$ cat config.mk
export PLATFORM = sky130hd
export DESIGN_NAME = integer_to_decimal_ascii_flat
export DESIGN_NICKNAME = d
export VERILOG_FILES = /design/src/sv/ida_pkg.sv /design/src/sv/ida_stream_if.sv /design/src/sv/ida_datapath.sv /design/src/sv/ida_controller.sv /design/src/sv/integer_to_decimal_ascii.sv /design/src/flat_wrapper.sv
export SDC_FILE = /design/constraint.sdc
export NUM_CORES = 1
export LEC_CHECK = 0
export BUFFER_PORTS_ARGS = -buffer_cell sky130_fd_sc_hd__clkbuf_2
export CAP_MARGIN = 0
export CORE_UTILIZATION = 57
export CTS_BUF_LIST = sky130_fd_sc_hd__clkbuf_8
export DETAILED_ROUTE_END_ITERATION = 6
export GPL_TIMING_DRIVEN = 0
export HOLD_SLACK_MARGIN = 0.1
export MAX_ROUTING_LAYER = met4
export PLACE_DENSITY = 0.79
export SLEW_MARGIN = 20
export SYNTH_ARGS = -nofsm -noshare
export SYNTH_HDL_FRONTEND = slang
export SYNTH_HIERARCHICAL = 1
export SYNTH_SLANG_ARGS = --single-unit
$ cat constraint.sdc
create_clock -name clock -period 3.2 [get_ports clock]
set_clock_uncertainty 0.1 [all_clocks]
set_input_delay 0.16 -clock clock [delete_from_list [all_inputs] [get_ports clock]]
set_output_delay 0.16 -clock clock [all_outputs]
set_load 0.02 [all_outputs]
$ cat src/sv/ida_pkg.sv
// Shared types and constants for the integer to decimal ASCII converter.
package ida_pkg;

   localparam int VALUE_BITS_DEFAULT = 64;
   localparam int WORD_WIDTH         = 64;
   localparam int CHAR_WIDTH         = 8;
   localparam int BCD_WIDTH          = 4;

   localparam logic [CHAR_WIDTH-1:0] ASCII_ZERO  = 8'd48;
   localparam logic [CHAR_WIDTH-1:0] ASCII_MINUS = 8'd45;

   localparam logic [BCD_WIDTH-1:0] BCD_ADJUST_LIMIT = 4'd5;
   localparam logic [BCD_WIDTH-1:0] BCD_ADJUST       = 4'd3;

   typedef enum logic [1:0] {
      ST_IDLE,
      ST_CONVERT,
      ST_SIGN,
      ST_EMIT
   } state_type;

   typedef struct packed {
      logic load;
      logic shift;
      logic push_sign;
      logic push_digit;
   } cmd_type;

   typedef struct packed {
      logic neg;
      logic conv_last;
      logic last_digit;
   } status_type;

endpackage

$ cat src/sv/ida_stream_if.sv
// Valid/ready channel interfaces for the request and response streams.
interface ida_req_if;
   logic                               valid;
   logic                               ready;
   logic [ida_pkg::WORD_WIDTH-1:0]     value;
   logic                               is_signed;

   modport source (output valid, output value, output is_signed, input ready);
   modport sink   (input valid, input value, input is_signed, output ready);
endinterface

interface ida_rsp_if;
   logic                               valid;
   logic                               ready;
   logic [ida_pkg::CHAR_WIDTH-1:0]     character;
   logic                               last_char;

   modport source (output valid, output character, output last_char, input ready);
   modport sink   (input valid, input character, input last_char, output ready);
endinterface

$ cat src/sv/ida_datapath.sv
// Datapath: magnitude register, shift-add-3 BCD converter and output character register.
module ida_datapath #(
   parameter int VALUE_BITS = ida_pkg::VALUE_BITS_DEFAULT
) (
   input  logic                              clock,
   input  ida_pkg::cmd_type                  cmd,
   input  logic [ida_pkg::WORD_WIDTH-1:0]    value,
   input  logic                              is_signed,
   output ida_pkg::status_type               status,
   output logic [ida_pkg::CHAR_WIDTH-1:0]    character,
   output logic                              last_char
);

   localparam int DIGITS = (VALUE_BITS * 30103) / 100000 + 1;
   localparam int IDXW   = $clog2(DIGITS);
   localparam int NW     = $clog2(DIGITS + 1);
   localparam int CW     = $clog2(VALUE_BITS + 1);
   localparam logic [NW-1:0] DIGIT_COUNT = NW'(DIGITS);
   localparam logic [CW-1:0] BIT_COUNT   = CW'(VALUE_BITS);
   localparam logic [CW-1:0] CNT_ONE     = CW'(1);
   localparam logic [NW-1:0] NDIG_ONE    = NW'(1);

   logic [VALUE_BITS-1:0]         mag_ff, mag_in;
   logic                          neg_ff, neg_in;
   logic [CW-1:0]                 cnt_ff, cnt_in;
   logic [NW-1:0]                 ndig_ff, ndig_in;
   logic [ida_pkg::BCD_WIDTH-1:0] bcd_ff [DIGITS];
   logic [ida_pkg::BCD_WIDTH-1:0] bcd_in [DIGITS];
   logic [ida_pkg::BCD_WIDTH-1:0] adj    [DIGITS];
   logic [ida_pkg::BCD_WIDTH-1:0] step   [DIGITS];
   logic [ida_pkg::CHAR_WIDTH-1:0] char_ff, char_in;
   logic                          last_ff, last_in;

   logic [VALUE_BITS-1:0] masked;
   logic                  load_neg;
   logic [NW-1:0]         ptr_m1;
   logic [IDXW-1:0]       emit_idx;
   logic [IDXW-1:0]       grow_idx;

   assign masked   = value[VALUE_BITS-1:0];
   assign load_neg = is_signed & masked[VALUE_BITS-1];
   assign ptr_m1   = ndig_ff - NDIG_ONE;
   assign emit_idx = (ndig_ff == '0) ? '0 : ptr_m1[IDXW-1:0];
   assign grow_idx = ndig_ff[IDXW-1:0];

   // One double-dabble step: correct every digit, then shift in the next magnitude bit.
   always_comb begin
      for (int i = 0; i < DIGITS; i++) begin
         adj[i] = (bcd_ff[i] >= ida_pkg::BCD_ADJUST_LIMIT) ?
                  bcd_ff[i] + ida_pkg::BCD_ADJUST : bcd_ff[i];
      end
      step[0] = {adj[0][ida_pkg::BCD_WIDTH-2:0], mag_ff[VALUE_BITS-1]};
      for (int i = 1; i < DIGITS; i++) begin
         step[i] = {adj[i][ida_pkg::BCD_WIDTH-2:0], adj[i-1][ida_pkg::BCD_WIDTH-1]};
      end
   end

   always_comb begin
      mag_in  = mag_ff;
      neg_in  = neg_ff;
      cnt_in  = cnt_ff;
      ndig_in = ndig_ff;
      bcd_in  = bcd_ff;
      char_in = char_ff;
      last_in = last_ff;
      if (cmd.load) begin
         neg_in  = load_neg;
         mag_in  = load_neg ? (~masked + 1'b1) : masked;
         cnt_in  = BIT_COUNT;
         ndig_in = '0;
         for (int i = 0; i < DIGITS; i++) begin
            bcd_in[i] = '0;
         end
      end else if (cmd.shift) begin
         mag_in = {mag_ff[VALUE_BITS-2:0], 1'b0};
         cnt_in = cnt_ff - CNT_ONE;
         bcd_in = step;
         // The digit count grows by at most one per doubling.
         if ((ndig_ff < DIGIT_COUNT) && (step[grow_idx] != '0)) begin
            ndig_in = ndig_ff + NDIG_ONE;
         end
      end else if (cmd.push_sign) begin
         char_in = ida_pkg::ASCII_MINUS;
         last_in = 1'b0;
      end else if (cmd.push_digit) begin
         char_in = ida_pkg::ASCII_ZERO + {4'b0000, bcd_ff[emit_idx]};
         last_in = (ndig_ff <= NDIG_ONE);
         if (ndig_ff != '0) begin
            ndig_in = ptr_m1;
         end
      end
   end

   always_ff @(posedge clock) begin
      mag_ff  <= mag_in;
      neg_ff  <= neg_in;
      cnt_ff  <= cnt_in;
      ndig_ff <= ndig_in;
      bcd_ff  <= bcd_in;
      char_ff <= char_in;
      last_ff <= last_in;
   end

   assign status.neg        = neg_ff;
   assign status.conv_last  = (cnt_ff == CNT_ONE);
   assign status.last_digit = (ndig_ff <= NDIG_ONE);
   assign character         = char_ff;
   assign last_char         = last_ff;

endmodule

$ cat src/sv/ida_controller.sv
// Controller: sequences load, conversion, sign and digit output, and owns the output valid flag.
module ida_controller (
   input  logic                  clock,
   input  logic                  reset,
   input  logic                  req_valid,
   output logic                  req_ready,
   input  logic                  rsp_ready,
   output logic                  rsp_valid,
   input  ida_pkg::status_type   status,
   output ida_pkg::cmd_type      cmd
);

   ida_pkg::state_type state_ff, state_in;
   logic               valid_ff, valid_in;
   logic               slot_free;

   assign slot_free = !valid_ff || rsp_ready;

   always_ff @(posedge clock) begin
      if (reset) begin
         state_ff <= ida_pkg::ST_IDLE;
         valid_ff <= 1'b0;
      end else begin
         state_ff <= state_in;
         valid_ff <= valid_in;
      end
   end

   always_comb begin
      state_in  = state_ff;
      cmd       = '0;
      req_ready = 1'b0;
      unique case (state_ff)
         ida_pkg::ST_IDLE: begin
            req_ready = 1'b1;
            if (req_valid) begin
               cmd.load = 1'b1;
               state_in = ida_pkg::ST_CONVERT;
            end
         end
         ida_pkg::ST_CONVERT: begin
            cmd.shift = 1'b1;
            if (status.conv_last) begin
               state_in = status.neg ? ida_pkg::ST_SIGN : ida_pkg::ST_EMIT;
            end
         end
         ida_pkg::ST_SIGN: begin
            if (slot_free) begin
               cmd.push_sign = 1'b1;
               state_in      = ida_pkg::ST_EMIT;
            end
         end
         ida_pkg::ST_EMIT: begin
            if (slot_free) begin
               cmd.push_digit = 1'b1;
               if (status.last_digit) begin
                  state_in = ida_pkg::ST_IDLE;
               end
            end
         end
         default: state_in = ida_pkg::ST_IDLE;
      endcase
   end

   always_comb begin
      if (cmd.push_sign || cmd.push_digit) begin
         valid_in = 1'b1;
      end else if (rsp_ready) begin
         valid_in = 1'b0;
      end else begin
         valid_in = valid_ff;
      end
   end

   assign rsp_valid = valid_ff;

endmodule

$ cat src/sv/integer_to_decimal_ascii.sv
// Top level of the integer to decimal ASCII converter: controller, datapath and checks.
// The request is loaded, converted by the one-bit-per-cycle shift-add-3 BCD loop, and
// then sent out one character per cycle, while the receiver takes them, through the single
// output register. A new request is accepted only after the last digit has been written there.
// Reset: synchronous, active high; clears the controller state and the output valid flag.
module integer_to_decimal_ascii #(
   parameter int VALUE_BITS = ida_pkg::VALUE_BITS_DEFAULT
) (
   input  logic       clock,
   input  logic       reset,
   ida_req_if.sink    req_chan,
   ida_rsp_if.source  rsp_chan
);

   // Besides the handshakes, the controller only sees command and status structs; all payload lives in the datapath.
   ida_pkg::cmd_type    cmd;
   ida_pkg::status_type status;

   ida_controller u_ctrl (
      .clock     (clock),
      .reset     (reset),
      .req_valid (req_chan.valid),
      .req_ready (req_chan.ready),
      .rsp_ready (rsp_chan.ready),
      .rsp_valid (rsp_chan.valid),
      .status    (status),
      .cmd       (cmd)
   );

   // The datapath converts the magnitude to BCD one bit per cycle, counts the significant
   // digits as they appear, and then hands them out most significant first.
   ida_datapath #(
      .VALUE_BITS (VALUE_BITS)
   ) u_dp (
      .clock     (clock),
      .cmd       (cmd),
      .value     (req_chan.value),
      .is_signed (req_chan.is_signed),
      .status    (status),
      .character (rsp_chan.character),
      .last_char (rsp_chan.last_char)
   );

`ifndef SYNTH
   // A new number is only loaded on an accepted request transaction.
   a_load_on_accept: assert property (@(posedge clock) disable iff (reset)
      cmd.load |-> (req_chan.valid && req_chan.ready))
      else $error("load without an accepted request");

   // The controller issues at most one datapath command per cycle.
   a_one_command: assert property (@(posedge clock) disable iff (reset)
      $onehot0({cmd.load, cmd.shift, cmd.push_sign, cmd.push_digit}))
      else $error("more than one datapath command");

   // A character is never written over one that is still waiting to be taken.
   a_no_overwrite: assert property (@(posedge clock) disable iff (reset)
      (cmd.push_sign || cmd.push_digit) |-> (!rsp_chan.valid || rsp_chan.ready))
      else $error("output character overwritten");

   // Every character shown is a minus sign or a decimal digit, and a minus is never last.
   a_char_legal: assert property (@(posedge clock) disable iff (reset)
      rsp_chan.valid |-> ((rsp_chan.character == ida_pkg::ASCII_MINUS && !rsp_chan.last_char)
         || (rsp_chan.character >= ida_pkg::ASCII_ZERO
             && rsp_chan.character <= ida_pkg::ASCII_ZERO + 8'd9)))
      else $error("illegal output character");
`endif

endmodule

$ cat src/flat_wrapper.sv
// flat-port wrapper written by rule: the top's interface ports become plain ports
module integer_to_decimal_ascii_flat 
#(
   parameter int VALUE_BITS = ida_pkg::VALUE_BITS_DEFAULT
)
  (clock, reset, req_chan_valid, req_chan_value, req_chan_is_signed, req_chan_ready, rsp_chan_valid, rsp_chan_character, rsp_chan_last_char, rsp_chan_ready);
  ida_req_if req_chan_i ();
  ida_rsp_if rsp_chan_i ();
  input  logic clock;
  input  logic reset;
  input wire logic [$bits(req_chan_i.valid)-1:0] req_chan_valid;
  input wire logic [$bits(req_chan_i.value)-1:0] req_chan_value;
  input wire logic [$bits(req_chan_i.is_signed)-1:0] req_chan_is_signed;
  output wire logic [$bits(req_chan_i.ready)-1:0] req_chan_ready;
  output wire logic [$bits(rsp_chan_i.valid)-1:0] rsp_chan_valid;
  output wire logic [$bits(rsp_chan_i.character)-1:0] rsp_chan_character;
  output wire logic [$bits(rsp_chan_i.last_char)-1:0] rsp_chan_last_char;
  input wire logic [$bits(rsp_chan_i.ready)-1:0] rsp_chan_ready;
  assign req_chan_i.valid = req_chan_valid;
  assign req_chan_i.value = req_chan_value;
  assign req_chan_i.is_signed = req_chan_is_signed;
  assign req_chan_ready = req_chan_i.ready;
  assign rsp_chan_valid = rsp_chan_i.valid;
  assign rsp_chan_character = rsp_chan_i.character;
  assign rsp_chan_last_char = rsp_chan_i.last_char;
  assign rsp_chan_i.ready = rsp_chan_ready;
  integer_to_decimal_ascii #(.VALUE_BITS(VALUE_BITS)) u_core (.clock(clock), .reset(reset), .req_chan(req_chan_i), .rsp_chan(rsp_chan_i));
endmodule
==> metrics.md <==
| Metric | Value |
|---|---|
| Cell occurring most often along the worst timing path | sky130_fd_sc_hd__dlygate4sd3_1 |
| Power per cell area | 906 nW/um2 |
| Pre-CTS WS | -1.01 ns |
| Total iterations of the first detailed-routing run | 6 |
| Via Count | 11,500 |
| Maximum vdd drop | 0.416 mV |
| Crit path launch | req_chan_value[18] |
| Number of cells on the worst reg-to-reg path | 11 |
| Total negative setup slack | 0 ns |
| Placer congestion estimate | 0.981 |
| Slowest stage delay, CP | 0.60 ns |
| Minimum clock period | 3.12 ns |
| Post-Synthesis Cells | 1,401 |
| Critical Path Start Type | input port |
| Area growth from synthesis to final layout | 17.8% |
| Mean instance size in the synthesized netlist | 8.29 um2 |
| Number of enable flip-flop cells after synthesis | 71 |
| Status | finished, final reports clean |
| Slowest library cell on the worst path | sky130_fd_sc_hd__or4_4 |
| #FFs+latches synth | 166 |
| Buffer cell driving the clock tree root | sky130_fd_sc_hd__clkbuf_8 |
| Die footprint | 21,000 um2 |
| Maximum clock frequency | 0.320 GHz |
| Worst setup path endpoint | u_core/u_dp/mag_ff[63] |
| Final hold vios | 0 |
| Wirelength per Cell | 19.0 um |
| Reg-to-reg critical path startpoint | u_core/u_dp/bcd_ff[44] |
| Clock tree from TritonCTS | done |
| Setup violators final | 0 |
| Largest driver fanout on the critical path | 6 |
| Wire length reported by the detailed router | 35.3 mm |
| Via count of the first global-routing pass | 10,900 |
| Worst Setup End Kind | flip-flop |
| Worst min-delay path category | input port to flip-flop |
| Pins Over Slew Limit | 0 |
| Clock tree sinks | 166 |
| Standard-cell row count | 51 |
| Post-DP HPWL | 23.4 mm |
| Measured slew at the worst slew-check pin | 0.970 ns |
| Arrival time of the worst setup path | 3.37 ns |
| Power Total | 12.4 mW |
| DR iter-0 viols | 1,298 |
| Slack of the critical path | 0.0782 ns |
| First-pass GRT wire length | 55.1 mm |
| Leakage power | 5.01 nW |
| Number of nets in the finished design | 1,697 |
| Total congestion overflow | 0 |
| GRT Resource Usage Total | 0.351 |
| Antenna-violating nets left | 0 |
| Clock-pin slew on the worst setup and hold paths | 0.10 ns |
| Largest net degree at the start of global routing | 29 |
| Ys async rst share | 0 |
| Fraction of the yosys area taken by sequential cells | 0.347 |
| Total length of routed met2 wires | 16.9 mm |
| Critical R2R Capture | u_core/u_dp/grow_idx[2] |
| Worst slew margin | 0.353 |
| Max-cap violations | 0 |
| Number of top-level pins | 80 |
| Number of DRC violations after detailed routing | 0 |
| Worst Setup Path Type | input port to flip-flop |
| Clock buffer count from CTS | 17 |
| Routed length on met3 | 2.87 mm |
| Critical Path RT | 3.44 ns |
| Number of H-tree branching levels | 4 |
| DRT met1 WL | 14.1 mm |
| Number of antenna violations at the first check in global routing | 0 |
| Number of vias per cell after detailed routing | 6.21 |
| Worst-skew pair later-pin latency | 0.48 ns |
| Most used flip-flop cell after synthesis | sky130_fd_sc_hd__dfxtp_1 |
| Cell breakdown of the critical path | dlygate4sd3_1 -> clkbuf_2 -> or4_4 -> nor3_4 -> nand4_4 -> nor4_4 -> and2_4 -> nand3_2 -> o21ai_1 -> a31o_1 -> dlygate4sd3_1 |
| R2r setup slk | 0.09 ns |
| Max layer used | met4 |
| Final worst-path cycle share | 0.976 |
| Quantity of I/O buffers inserted on ports | 76 |
| Die boundary width | 145 um |
| Effective utilization at floorplan | 0.589 |
| Fraction of layout instances using a drive strength above 1 | 0.135 |
| Height of the die | 145 um |
| Cell variety after synth | 84 |
| Mapped cell area | 11,600 um2 |
| Maximum root-to-sink buffer count | 2 |
| Count of synthesis-stage warnings from yosys | 6 |
| Core area | 19,700 um2 |
| Diodes inserted | 0 |
## power by group
part | internal [mW] | leakage (nW) | total (mW) | switching (mW)
registers | 3.30 | 1.45 | 3.87 | 0.569
clock network | 0.630 | 0.180 | 1.51 | 0.884
logic | 2.61 | 3.37 | 7.02 | 4.40
total | 6.55 | 5.01 | 12.4 | 5.86
## cells in the mapped netlist, types with 20 or more instances
master,n,area (um2)
sky130_fd_sc_hd__nand2_1,89,334
sky130_fd_sc_hd__inv_1,63,236
sky130_fd_sc_hd__nor3_1,37,185
sky130_fd_sc_hd__mux2i_1,48,480
sky130_fd_sc_hd__o211ai_1,25,188
sky130_fd_sc_hd__nand2b_1,25,156
sky130_fd_sc_hd__nor3b_1,20,150
sky130_fd_sc_hd__edfxtp_1,71,2130
sky130_fd_sc_hd__xor2_1,29,254
sky130_fd_sc_hd__ha_1,51,638
sky130_fd_sc_hd__nand3_1,22,110
sky130_fd_sc_hd__clkbuf_1,60,225
sky130_fd_sc_hd__nor2_1,199,747
sky130_fd_sc_hd__xnor2_1,61,534
sky130_fd_sc_hd__dfxtp_1,95,1900
sky130_fd_sc_hd__a211oi_1,43,323
sky130_fd_sc_hd__a21oi_1,176,881
sky130_fd_sc_hd__o21ai_0,75,375
## critical path, delay by kind of cell
kind / cells / cell delay, ns
AOI/OAI and AO/OA: 2 / 0.30
buffers and inverters: 3 / 1.24
and+or+nand+nor: 6 / 1.65
## metrics by stage
step	hold slack [ns]	util	instance area, um2	instances
3_5_place_dp	0.239	0.628	12400	1745
5_1_grt	0.120	0.694	13700	1855
4_1_cts	0.101	0.683	13500	1843
3_3_place_gp	0.239	0.626	12300	1743
6_report	0.117	0.694	13700	1855
2_1_floorplan	0.132	-	11600	1402
## state kept, by name, indices dropped and copies added, names as in the netlist
name	flops
u_core/u_dp/mag_ff	64
u_core/u_dp/neg_ff	1
u_core/u_dp/character	5
u_core/u_dp/bcd_ff	80
u_core/u_ctrl/state_ff	2
u_core/u_dp/last_char	1
u_core/u_dp/grow_idx	5
u_core/u_dp/cnt_ff	7
u_core/u_ctrl/rsp_valid	1
## routing by layer
layer  vias to the layer above  GRT usage
met2                       635      0.569
li1                       5381          -
met4                         0      0.173
met1                      5373      0.422
met3                       124     0.0599
met5                         -          -
## final cells by class
cell class	count	area, um2
buffer	87	417
clock buffer	17	234
clock inverter	15	148
fill	1520	6020
inverter	65	255
multi-input combinational	1082	7080
sequential	166	4040
tap	265	332
timing repair buffer	158	1190
## what timing repair did
action	CTS	global route
cloned	0	0
endpoints found under the setup margin	7	10
pin swaps	2	17
hold buffers	65	0
hold endpoints to repair	65	0
resized for setup	18	39
buffers inserted	2	16
## kinds of logic (layout without fill, tap and decap cells)
family / Yosys count / count (layout) / synth area share
other cells: 2 / 3 / 0.000646
xor+xnor: 90 / 90 / 0.0678
simple gates: 482 / 482 / 0.213
mux: 52 / 52 / 0.0472
flops: 166 / 166 / 0.347
compound gates: 404 / 404 / 0.215
fa+ha+maj: 51 / 51 / 0.0549
buf+inv: 154 / 342 / 0.0538
## worst min path at each step
| stage | startpoint | end | slack [ns] | cells after the start |
|---|---|---|---|---|
| 2_1_floorplan | reset | u_core/u_ctrl/rsp_valid | 0.13 | 1 |
| 3_3_place_gp | reset | u_core/u_ctrl/rsp_valid | 0.24 | 2 |
| 3_5_place_dp | reset | u_core/u_ctrl/rsp_valid | 0.24 | 2 |
| 4_1_cts | req_chan_value[11] | u_core/u_dp/mag_ff[11] | 0.10 | 3 |
| 5_1_grt | req_chan_value[43] | u_core/u_dp/mag_ff[43] | 0.12 | 3 |
| 6_report | req_chan_value[43] | u_core/u_dp/mag_ff[43] | 0.12 | 3 |
## placed cells by master, fill, tap and decap left out, types with 16 or more instances in the layout
| cell | netlist | routed |
|---|---|---|
| sky130_fd_sc_hd__a211oi_1 | 43 | 40 |
| sky130_fd_sc_hd__a21oi_1 | 176 | 174 |
| sky130_fd_sc_hd__buf_4 | 5 | 26 |
| sky130_fd_sc_hd__clkbuf_1 | 60 | 51 |
| sky130_fd_sc_hd__clkbuf_2 | 1 | 77 |
| sky130_fd_sc_hd__clkbuf_8 | 0 | 18 |
| sky130_fd_sc_hd__dfxtp_1 | 95 | 94 |
| sky130_fd_sc_hd__dlygate4sd3_1 | 0 | 65 |
| sky130_fd_sc_hd__edfxtp_1 | 71 | 71 |
| sky130_fd_sc_hd__ha_1 | 51 | 50 |
| sky130_fd_sc_hd__inv_1 | 63 | 60 |
| sky130_fd_sc_hd__mux2i_1 | 48 | 48 |
| sky130_fd_sc_hd__nand2_1 | 89 | 89 |
| sky130_fd_sc_hd__nand2b_1 | 25 | 25 |
| sky130_fd_sc_hd__nand3_1 | 22 | 22 |
| sky130_fd_sc_hd__nor2_1 | 199 | 194 |
| sky130_fd_sc_hd__nor2b_1 | 16 | 16 |
| sky130_fd_sc_hd__nor3_1 | 37 | 34 |
| sky130_fd_sc_hd__nor3b_1 | 20 | 20 |
| sky130_fd_sc_hd__o211ai_1 | 25 | 25 |
| sky130_fd_sc_hd__o21ai_0 | 75 | 73 |
| sky130_fd_sc_hd__xnor2_1 | 61 | 60 |
| sky130_fd_sc_hd__xor2_1 | 29 | 29 |
Power figures use the tool's default switching activity.
